File: config.mk
export PLATFORM = sky130hd
export DESIGN_NAME = lrbc_front
export DESIGN_NICKNAME = d
export VERILOG_FILES = /design/src/rtl/lrbc_pkg.sv /design/src/rtl/lrbc_front.sv
export SDC_FILE = /design/constraint.sdc
export NUM_CORES = 1
export LEC_CHECK = 0
export BUFFER_PORTS_ARGS = -buffer_cell sky130_fd_sc_hd__clkbuf_2
export CAP_MARGIN = 40
export CORE_MARGIN = 2
export CORE_UTILIZATION = 49
export CTS_BUF_LIST = sky130_fd_sc_hd__clkbuf_4
export DETAILED_ROUTE_END_ITERATION = 10
export PLACE_DENSITY = 0.79
export SYNTH_ARGS = -nofsm -noshare
export SYNTH_HDL_FRONTEND = slang
export SYNTH_SLANG_ARGS = --single-unit
File: constraint.sdc
create_clock -name clk -period 5.93 [get_ports clk]
set_input_delay 1.779 -clock clk [delete_from_list [all_inputs] [get_ports clk]]
set_output_delay 1.779 -clock clk [all_outputs]
set_load 0.03 [all_outputs]
File: src/rtl/lrbc_pkg.sv
// Package for the block read cache tag keeper: constants, item word type
// and state codes. No dependencies.
`timescale 1ns / 1ps
package lrbc_pkg;

  localparam int NUM_SLOTS_DEF = 128;
  localparam int BLOCK_BYTES   = 16384;
  localparam int MAX_PARTS     = 32;
  localparam int LOCAL_W       = $clog2(BLOCK_BYTES);
  localparam int BLK_W         = 32 - LOCAL_W;
  localparam int LEN_W         = LOCAL_W + 1;
  localparam int TAG_W         = 5 + BLK_W + LEN_W;
  localparam int Q_DEPTH       = 2;

  localparam logic [1:0] ST_SERVED   = 2'd0;
  localparam logic [1:0] ST_MISS     = 2'd1;
  localparam logic [1:0] ST_FILL_BAD = 2'd2;
  localparam logic [1:0] ST_PAST_END = 2'd3;

  typedef struct packed {
    logic               is_fill;
    logic               part_bad;
    logic               fill_bad;
    logic [4:0]         part;
    logic [BLK_W-1:0]   blk;
    logic [31:0]        base;
    logic [LOCAL_W-1:0] local_off;
    logic [14:0]        req;
    logic [14:0]        fetch;
    logic [LEN_W-1:0]   cnt;
  } item_t;

  typedef enum logic [2:0] {
    BK_IDLE = 3'b001,
    BK_EXEC = 3'b010,
    BK_WALK = 3'b100
  } bk_state_t;

endpackage

File: src/rtl/lrbc_front.sv
// Front end: accepts words, classifies them and queues them for the back end.
// Depends on lrbc_pkg.
`timescale 1ns / 1ps
module lrbc_front (
  input  logic          clk,
  input  logic          rst_n,
  input  logic          in_valid,
  output logic          in_stall,
  input  logic          in_action,
  input  logic [4:0]    in_part,
  input  logic [31:0]   in_offset,
  input  logic [14:0]   in_req_len,
  input  logic [31:0]   in_part_length,
  input  logic [15:0]   in_fill_count,
  output logic          q_valid,
  output lrbc_pkg::item_t q_item,
  input  logic          q_pop
);
  import lrbc_pkg::*;

  item_t       q_r [Q_DEPTH];
  logic        wp_r, wp_nxt, rp_r, rp_nxt;
  logic [1:0]  cnt_r, cnt_nxt;
  item_t       cls;
  logic        push;
  logic [31:0] rem;

  always_comb begin
    cls.is_fill   = in_action;
    cls.part_bad  = 32'(in_part) >= MAX_PARTS;
    cls.fill_bad  = (in_fill_count == 16'd0) || in_fill_count[15];
    cls.part      = in_part;
    cls.blk       = in_offset[31:LOCAL_W];
    cls.base      = {in_offset[31:LOCAL_W], {LOCAL_W{1'b0}}};
    cls.local_off = in_offset[LOCAL_W-1:0];
    cls.req       = in_req_len;
    rem           = in_part_length - cls.base;
    if (in_part_length > cls.base) begin
      cls.fetch = (rem < 32'(BLOCK_BYTES)) ? rem[14:0] : 15'(BLOCK_BYTES);
    end else begin
      cls.fetch = '0;
    end
    if (in_fill_count > 16'(BLOCK_BYTES)) begin
      cls.cnt = LEN_W'(BLOCK_BYTES);
    end else begin
      cls.cnt = in_fill_count[LEN_W-1:0];
    end
  end

  assign in_stall = (cnt_r == 2'(Q_DEPTH));
  assign push     = in_valid && !in_stall;
  assign q_valid  = (cnt_r != 2'd0);
  assign q_item   = q_r[rp_r];

  always_comb begin
    wp_nxt  = push ? ~wp_r : wp_r;
    rp_nxt  = q_pop ? ~rp_r : rp_r;
    cnt_nxt = cnt_r + 2'(push) - 2'(q_pop);
  end

  always_ff @(posedge clk) begin
    if (!rst_n) begin
      wp_r  <= 1'b0;
      rp_r  <= 1'b0;
      cnt_r <= 2'd0;
    end else begin
      wp_r  <= wp_nxt;
      rp_r  <= rp_nxt;
      cnt_r <= cnt_nxt;
    end
    if (push) begin
      q_r[wp_r] <= cls;
    end
  end
endmodule

==> results of run 1 <==
cell usage in the layout (no fill, tap or decap), types with 6 or more instances in the layout:
cell | synthesis | routed
clkbuf_4 | 0 | 17
nor2_1 | 11 | 10
conb_1 | 1 | 15
nand3_1 | 9 | 9
edfxtp_1 | 168 | 168
clkbuf_2 | 1 | 208
and3_1 | 11 | 10
and2_1 | 19 | 19
inv_1 | 27 | 27
mux2_2 | 84 | 84
a21oi_1 | 14 | 14
nand4_1 | 8 | 8
nand2_1 | 17 | 17
nor4_1 | 6 | 6
ha_1 | 20 | 20
worst min-delay path by stage:
stage,start,depth (start not counted),endpoint,slack [ns]
floorplan,wp_r,2,wp_r,0.54
global placement,rp_r,2,flop,0.56
detailed placement,rp_r,2,flop,0.58
CTS,rp_r,2,flop,0.59
global route,rp_r,2,flop,0.66
finish,rp_r,2,flop,0.59
sequential cells by signal, indices dropped and copies added, names as in the netlist, named ones only:
register / flops
q_r: 168
wp_r: 1
cnt_r: 2
rp_r: 1
power groups by stage:
stage / clock [mW] / sequential [mW] / combinational, mW
3_5_place_dp: 0 / 1.60 / 0.890
5_1_grt: 0.759 / 1.58 / 0.947
3_3_place_gp: 0 / 1.60 / 0.851
4_1_cts: 0.714 / 1.57 / 0.895
6_report: 0.686 / 1.57 / 0.885
2_1_floorplan: 0 / 1.60 / 0.664
metrics by stage:
step | cell area (um^2) | std cells | setup WS [ns]
3_3_place_gp | 8970 | 915 | 0.971
3_5_place_dp | 9030 | 917 | 0.883
4_1_cts | 9330 | 949 | 1.57
6_report | 9330 | 949 | 1.46
5_1_grt | 9330 | 949 | 1.36
2_1_floorplan | 7950 | 541 | 0.0197
area by class of cell:
type | count | area share, %
sequential | 173 | 55.2
clock buffer | 17 | 1.37
multi-input combinational | 290 | 25.6
tap | 216 | 2.90
clock inverter | 15 | 1.85
inverter | 27 | 1.09
timing repair buffer | 211 | 12.0
critical path: cells and delay by family:
| kind | cells | cell delay (ns) |
|---|---|---|
| buffers and inverters | 2 | 0.17 |
| AO/OA/AOI/OAI | 4 | 1.31 |
| adder cells (fa/ha/maj) | 1 | 0.33 |
| multiplexers | 1 | 0.15 |
| AND/OR/NAND/NOR | 3 | 1.08 |
logic make-up (layout without fill, tap and decap cells):
kind of cell,count (synthesis),count (layout),share of synthesized area (%)
AOI/OAI and AO/OA,58,58,5.35
xor gates and xnor gates,10,10,1.11
adders and majority gates,21,21,3.42
buffers and inverters,78,270,5.42
DFF,173,173,65.1
muxes,87,87,12.4
other,1,15,0.0475
and+or+nand+nor,99,99,7.17
layer usage:
layer	vias up	track usage [%]	share of wire (%)
li1	2338	-	-
met1	2370	22.5	41
met2	197	32.8	50
met3	20	6.39	8.6
met4	0	5.38	1.1
met5	-	0	0
==> results.py, run 1 <==
metrics = {
    "global_route": {
        "grt_overflow_total": 0,
        "grt_start_max_net_pins": 66,
        "grt_pass1_vias": 4769,
        "grt_pass1_wl_um": 24200,
        "grt_use_total_pct": 18.9,
        "antenna_found_initial": 0,
    },
    "final_layout": {
        "area_growth_pct": 18.1,
        "nFillCells": 1247,
        "nets": 846,
        "drive_gt1_share_pct": 47.1,
        "seq_area_um2": 5150,
        "finish.utilization_pct": 58.9,
        "multi_input_area_um2": 2390,
        "antenna_cells": 0,
    },
    "synth": {
        "synth_top_flop_cell": "edfxtp_1",
        "synth_area_leaders": "edfxtp_1 (64%), mux2_2 (12%), ha_1 (3.2%)",
        "postSynthAreaPerCell_um2": 15.0,
        "netlist_area_um2": 7900,
        "ys_seq_area_share_pct": 65.1,
        "ys_top_cells_by_count": "edfxtp_1 (168), mux2_2 (84), buf_4 (33)",
        "synth.largest_area_cell": "edfxtp_1",
        "synth_edf_count": 168,
        "async_flop_share_pct": 0,
        "synth.distinct_cells": 57,
        "ys.warnings.count": 0,
        "ys_ff_latch": 173,
        "synth_top_area_share_pct": 63.9,
        "synth.most_common_cell": "edfxtp_1",
        "synth_cells": 527,
    },
    "routing": {
        "vias": 4925,
        "detail_route.wl_per_cell_um": 17.5,
        "drt_iter0_markers": 301,
        "first_pass_iters": 4,
        "ant_nets": 0,
        "drc": 0,
        "drt_wl_total_um": 16600,
        "viasPerCell": 5.19,
    },
    "setup_path": {
        "critPathMaxStageDelay_ns": 0.56,
        "startpoint": "in_offset[15]",
        "r2r_start": "cnt_r[0]",
        "crit_top_cell": "o2111ai_1",
        "cp_cell_sequence": "clkbuf_2 > inv_1 > ha_1 > nor2b_1 > o2111ai_1 > a311oi_2 > o2111ai_1 > mux2i_1 > a2111o_1 > nor4_4 > and2b_2",
        "slowest_stage": "nor4_4",
        "crit_fanout": 15,
        "critPathKind": "in2reg",
        "crit_arrival_ns": 4.81,
        "r2r-end": "q_r[0][11]",
        "end_kind": "flop",
        "required_ns": 6.27,
        "rrSetupSlack_ns": 3.86,
        "worstSetupStartpointType": "input port",
        "rr_worst_depth": 4,
        "endpoint": "q_r[1][29]",
    },
    "power_and_ir_drop": {
        "peakVddDrop_mv": 0.128,
        "p_total_mw": 3.14,
        "sequentialPowerShare_pct": 50.0,
        "pwr-share-clk_pct": 21.9,
        "p_leak_nw": 3.79,
        "power.switching_mw": 1.10,
        "p_per_area_nw_per_um2": 337,
        "pwr-share-comb_pct": 28.2,
        "p_int_mw": 2.04,
        "p_sw_share_pct": 35.0,
    },
    "clock_tree": {
        "clockRootBuffer": "clkbuf_4",
        "numCtsBuffers": 17,
        "clk_pin_slew_worst_paths_ns": 0.15,
        "post-cts-setup-buffers": 0,
        "ctsResizeCount": 0,
        "cts_max_path_buffers": 2,
        "worstSkewPairLatency_ns": 0.57,
        "clock-sinks": 173,
        "cts-htree-levels": 4,
        "tritoncts": "done",
        "cts_hold_buf": 0,
    },
    "sta": {
        "finalSetupTns_ns": 0,
        "rsz0062_at_grt": "no",
        "finClkSkew_ns": 0.0130,
        "worst_pin_slew_ns": 0.841,
        "final-setup-viol-count": 0,
        "slew_viol_final": 0,
        "post-route-min-period_ns": 4.47,
        "fin_crit_sh_pct": 75.5,
        "max_freq_mhz": 223,
        "hold_viol_final": 0,
        "fin_hold_ws_ns": 0.587,
        "slew_headroom_pct": 43.9,
    },
    "die": {
        "initial_core_util_pct": 49.9,
        "num_rows": 46,
        "die-area_um2": 17200,
        "io_pins": 224,
        "die_w_um": 131,
        "dieHeight_um": 131,
        "core_area_um2": 15800,
    },
    "run_status": {
        "status": "completed",
    },
    "hold_path": {
        "hold_class": "reg2reg",
    },
    "placed_design": {
        "place_congestion": 0.892,
        "port_buffers": 208,
        "dp_hpwl_um": 12100,
    },
    "job": {
        "cap_violations": 0,
    },
}
Power figures use the tool's default switching activity.
==> inputs of run 2 (changes only) <==
- clock period: 5.93 -> 3.7 ns (I/O delays scaled with it)
==> run 2 against run 1 <==
Power up 61%. Setup slack worse by 1.3 ns. Cell area up 4.8%. Critical path depth up 1. Combinational power up 67%.
==> results.py, run 2 (same netlist as run 1, synthesis figures left out) <==
metrics = {
    "run_status": {
        "status": "completed",
    },
    "power_and_ir_drop": {
        "pwr-share-comb_pct": 29.3,
        "p_sw_share_pct": 34.5,
        "p_leak_nw": 4.08,
        "p_int_mw": 3.31,
        "p_per_area_nw_per_um2": 517,
        "power.switching_mw": 1.74,
        "pwr-share-clk_pct": 20.8,
        "peakVddDrop_mv": 0.260,
        "sequentialPowerShare_pct": 49.9,
        "p_total_mw": 5.06,
    },
    "clock_tree": {
        "clockRootBuffer": "clkbuf_4",
        "ctsResizeCount": 0,
        "cts-htree-levels": 4,
        "cts_max_path_buffers": 2,
        "cts_hold_buf": 0,
        "numCtsBuffers": 17,
        "post-cts-setup-buffers": 0,
        "worstSkewPairLatency_ns": 0.53,
        "clock-sinks": 173,
        "clk_pin_slew_worst_paths_ns": 0.15,
        "tritoncts": "done",
    },
    "routing": {
        "ant_nets": 0,
        "viasPerCell": 5.11,
        "detail_route.wl_per_cell_um": 16.9,
        "drt_wl_total_um": 17100,
        "first_pass_iters": 4,
        "drt_iter0_markers": 184,
        "vias": 5170,
        "drc": 0,
    },
    "final_layout": {
        "most-common-layout-cells": "clkbuf_2 (208), edfxtp_1 (168), mux2_2 (84)",
        "area_growth_pct": 23.8,
        "top_register": "q_r",
        "layout_commonest_cell": "clkbuf_2",
        "largest_reg_flops": 168,
        "fin_area_um2": 9780,
        "antenna_cells": 0,
        "nets": 908,
        "reg.largest.list": "q_r x168, cnt_r x2",
        "drive_gt1_share_pct": 51.8,
    },
    "setup_path": {
        "worstSetupStartpointType": "input port",
        "critPathKind": "in2reg",
        "endpoint": "q_r[0][27]",
        "rr_worst_depth": 3,
        "critPathMaxStageDelay_ns": 0.45,
        "required_ns": 4.08,
        "end_kind": "flop",
        "slowest_stage": "or4_4",
        "crit_fanout": 5,
        "r2r-end": "q_r[1][34]",
        "crit_arrival_ns": 3.92,
        "cp_cell_sequence": "clkbuf_2 > inv_1 > ha_1 > nor2b_1 > o31a_1 > mux2i_1 > a2111oi_1 > o2111ai_1 > or4_4 > nor4_4 > buf_4 > and3_1",
        "rrSetupSlack_ns": 1.92,
        "startpoint": "in_offset[15]",
        "r2r_start": "cnt_r[0]",
    },
    "die": {
        "die_w_um": 131,
        "dieHeight_um": 131,
        "die-area_um2": 17200,
        "core_area_um2": 15800,
        "initial_core_util_pct": 49.9,
        "io_pins": 224,
        "num_rows": 46,
    },
    "global_route": {
        "grt_pass1_wl_um": 25400,
        "grt_start_max_net_pins": 52,
        "antenna_found_initial": 0,
        "grt_pass1_vias": 5206,
        "grt_use_total_pct": 19.5,
        "grt_overflow_total": 0,
    },
    "sta": {
        "hold_viol_final": 0,
        "rsz0062_at_grt": "no",
        "finClkSkew_ns": 0.0171,
        "final-setup-viol-count": 0,
        "fin_crit_sh_pct": 95.6,
        "worst_pin_slew_ns": 0.855,
        "slew_viol_final": 0,
        "slew_headroom_pct": 43.0,
        "post-route-min-period_ns": 3.54,
        "max_freq_mhz": 283,
    },
    "placed_design": {
        "place_congestion": 0.866,
        "port_buffers": 208,
        "placed_area_um2": 9500,
        "dp_hpwl_um": 12700,
    },
    "job": {
        "cap_violations": 0,
    },
    "hold_path": {
        "hold_class": "reg2reg",
    },
}
## run 2: stage by stage
| step | std cells | TNS, ns | setup WS, ns | util, % | hold slack [ns] |
|---|---|---|---|---|---|
| after floorplan | 541 | -0.115 | -0.0573 | - | 0.555 |
| after global placement | 979 | -8.85 | -0.326 | 60.0 | 0.559 |
| after detailed placement | 979 | -10.60 | -0.374 | 60.0 | 0.578 |
| after CTS | 1011 | 0 | 0.222 | 61.8 | 0.589 |
| after global routing | 1011 | 0 | 0.0969 | 61.8 | 0.637 |
| final | 1011 | 0 | 0.161 | 61.8 | 0.577 |
## run 2: critical path, delay by kind of cell
kind | cells | cell delay (ns)
AO/OA/AOI/OAI | 3 | 0.87
adder cells (fa/ha/maj) | 1 | 0.31
buffers and inverters | 3 | 0.33
multiplexers | 1 | 0.14
AND/OR/NAND/NOR | 4 | 1.15
## run 2: power by group through the flow
stage	Combinational [mW]	Sequential (mW)	Clock, mW
6_report	1.48	2.52	1.05
2_1_floorplan	1.07	2.54	0
3_5_place_dp	1.49	2.57	0
3_3_place_gp	1.47	2.55	0
5_1_grt	1.59	2.55	1.16
4_1_cts	1.50	2.53	1.09
## run 2: area by class of cell
class | instances | area (um^2)
repair buffers | 273 | 1550
multi-input cells | 290 | 2410
flip-flops and latches | 173 | 5150
inverters | 27 | 114
clock inverters | 15 | 154
clock buffers | 17 | 128
fillers | 1248 | 6050
well taps | 216 | 270
## run 2: how the worst min path moves through the flow
| stage | start | end | slack (ns) | cells past startpoint |
|---|---|---|---|---|
| 2_1_floorplan | rp_r | flop | 0.55 | 2 |
| 6_report | rp_r | flop | 0.58 | 2 |
| 5_1_grt | rp_r | flop | 0.64 | 2 |
| 4_1_cts | rp_r | flop | 0.59 | 2 |
| 3_3_place_gp | rp_r | flop | 0.56 | 2 |
| 3_5_place_dp | rp_r | flop | 0.58 | 2 |
## run 2: routing by layer
layer,GRT usage [%],part of all wire [%],vias to the layer above
li1,-,-,2467
met1,22.3,40,2504
met2,35.6,52,191
met3,5.54,7.0,8
met4,5.26,0.80,0
met5,0,0,-
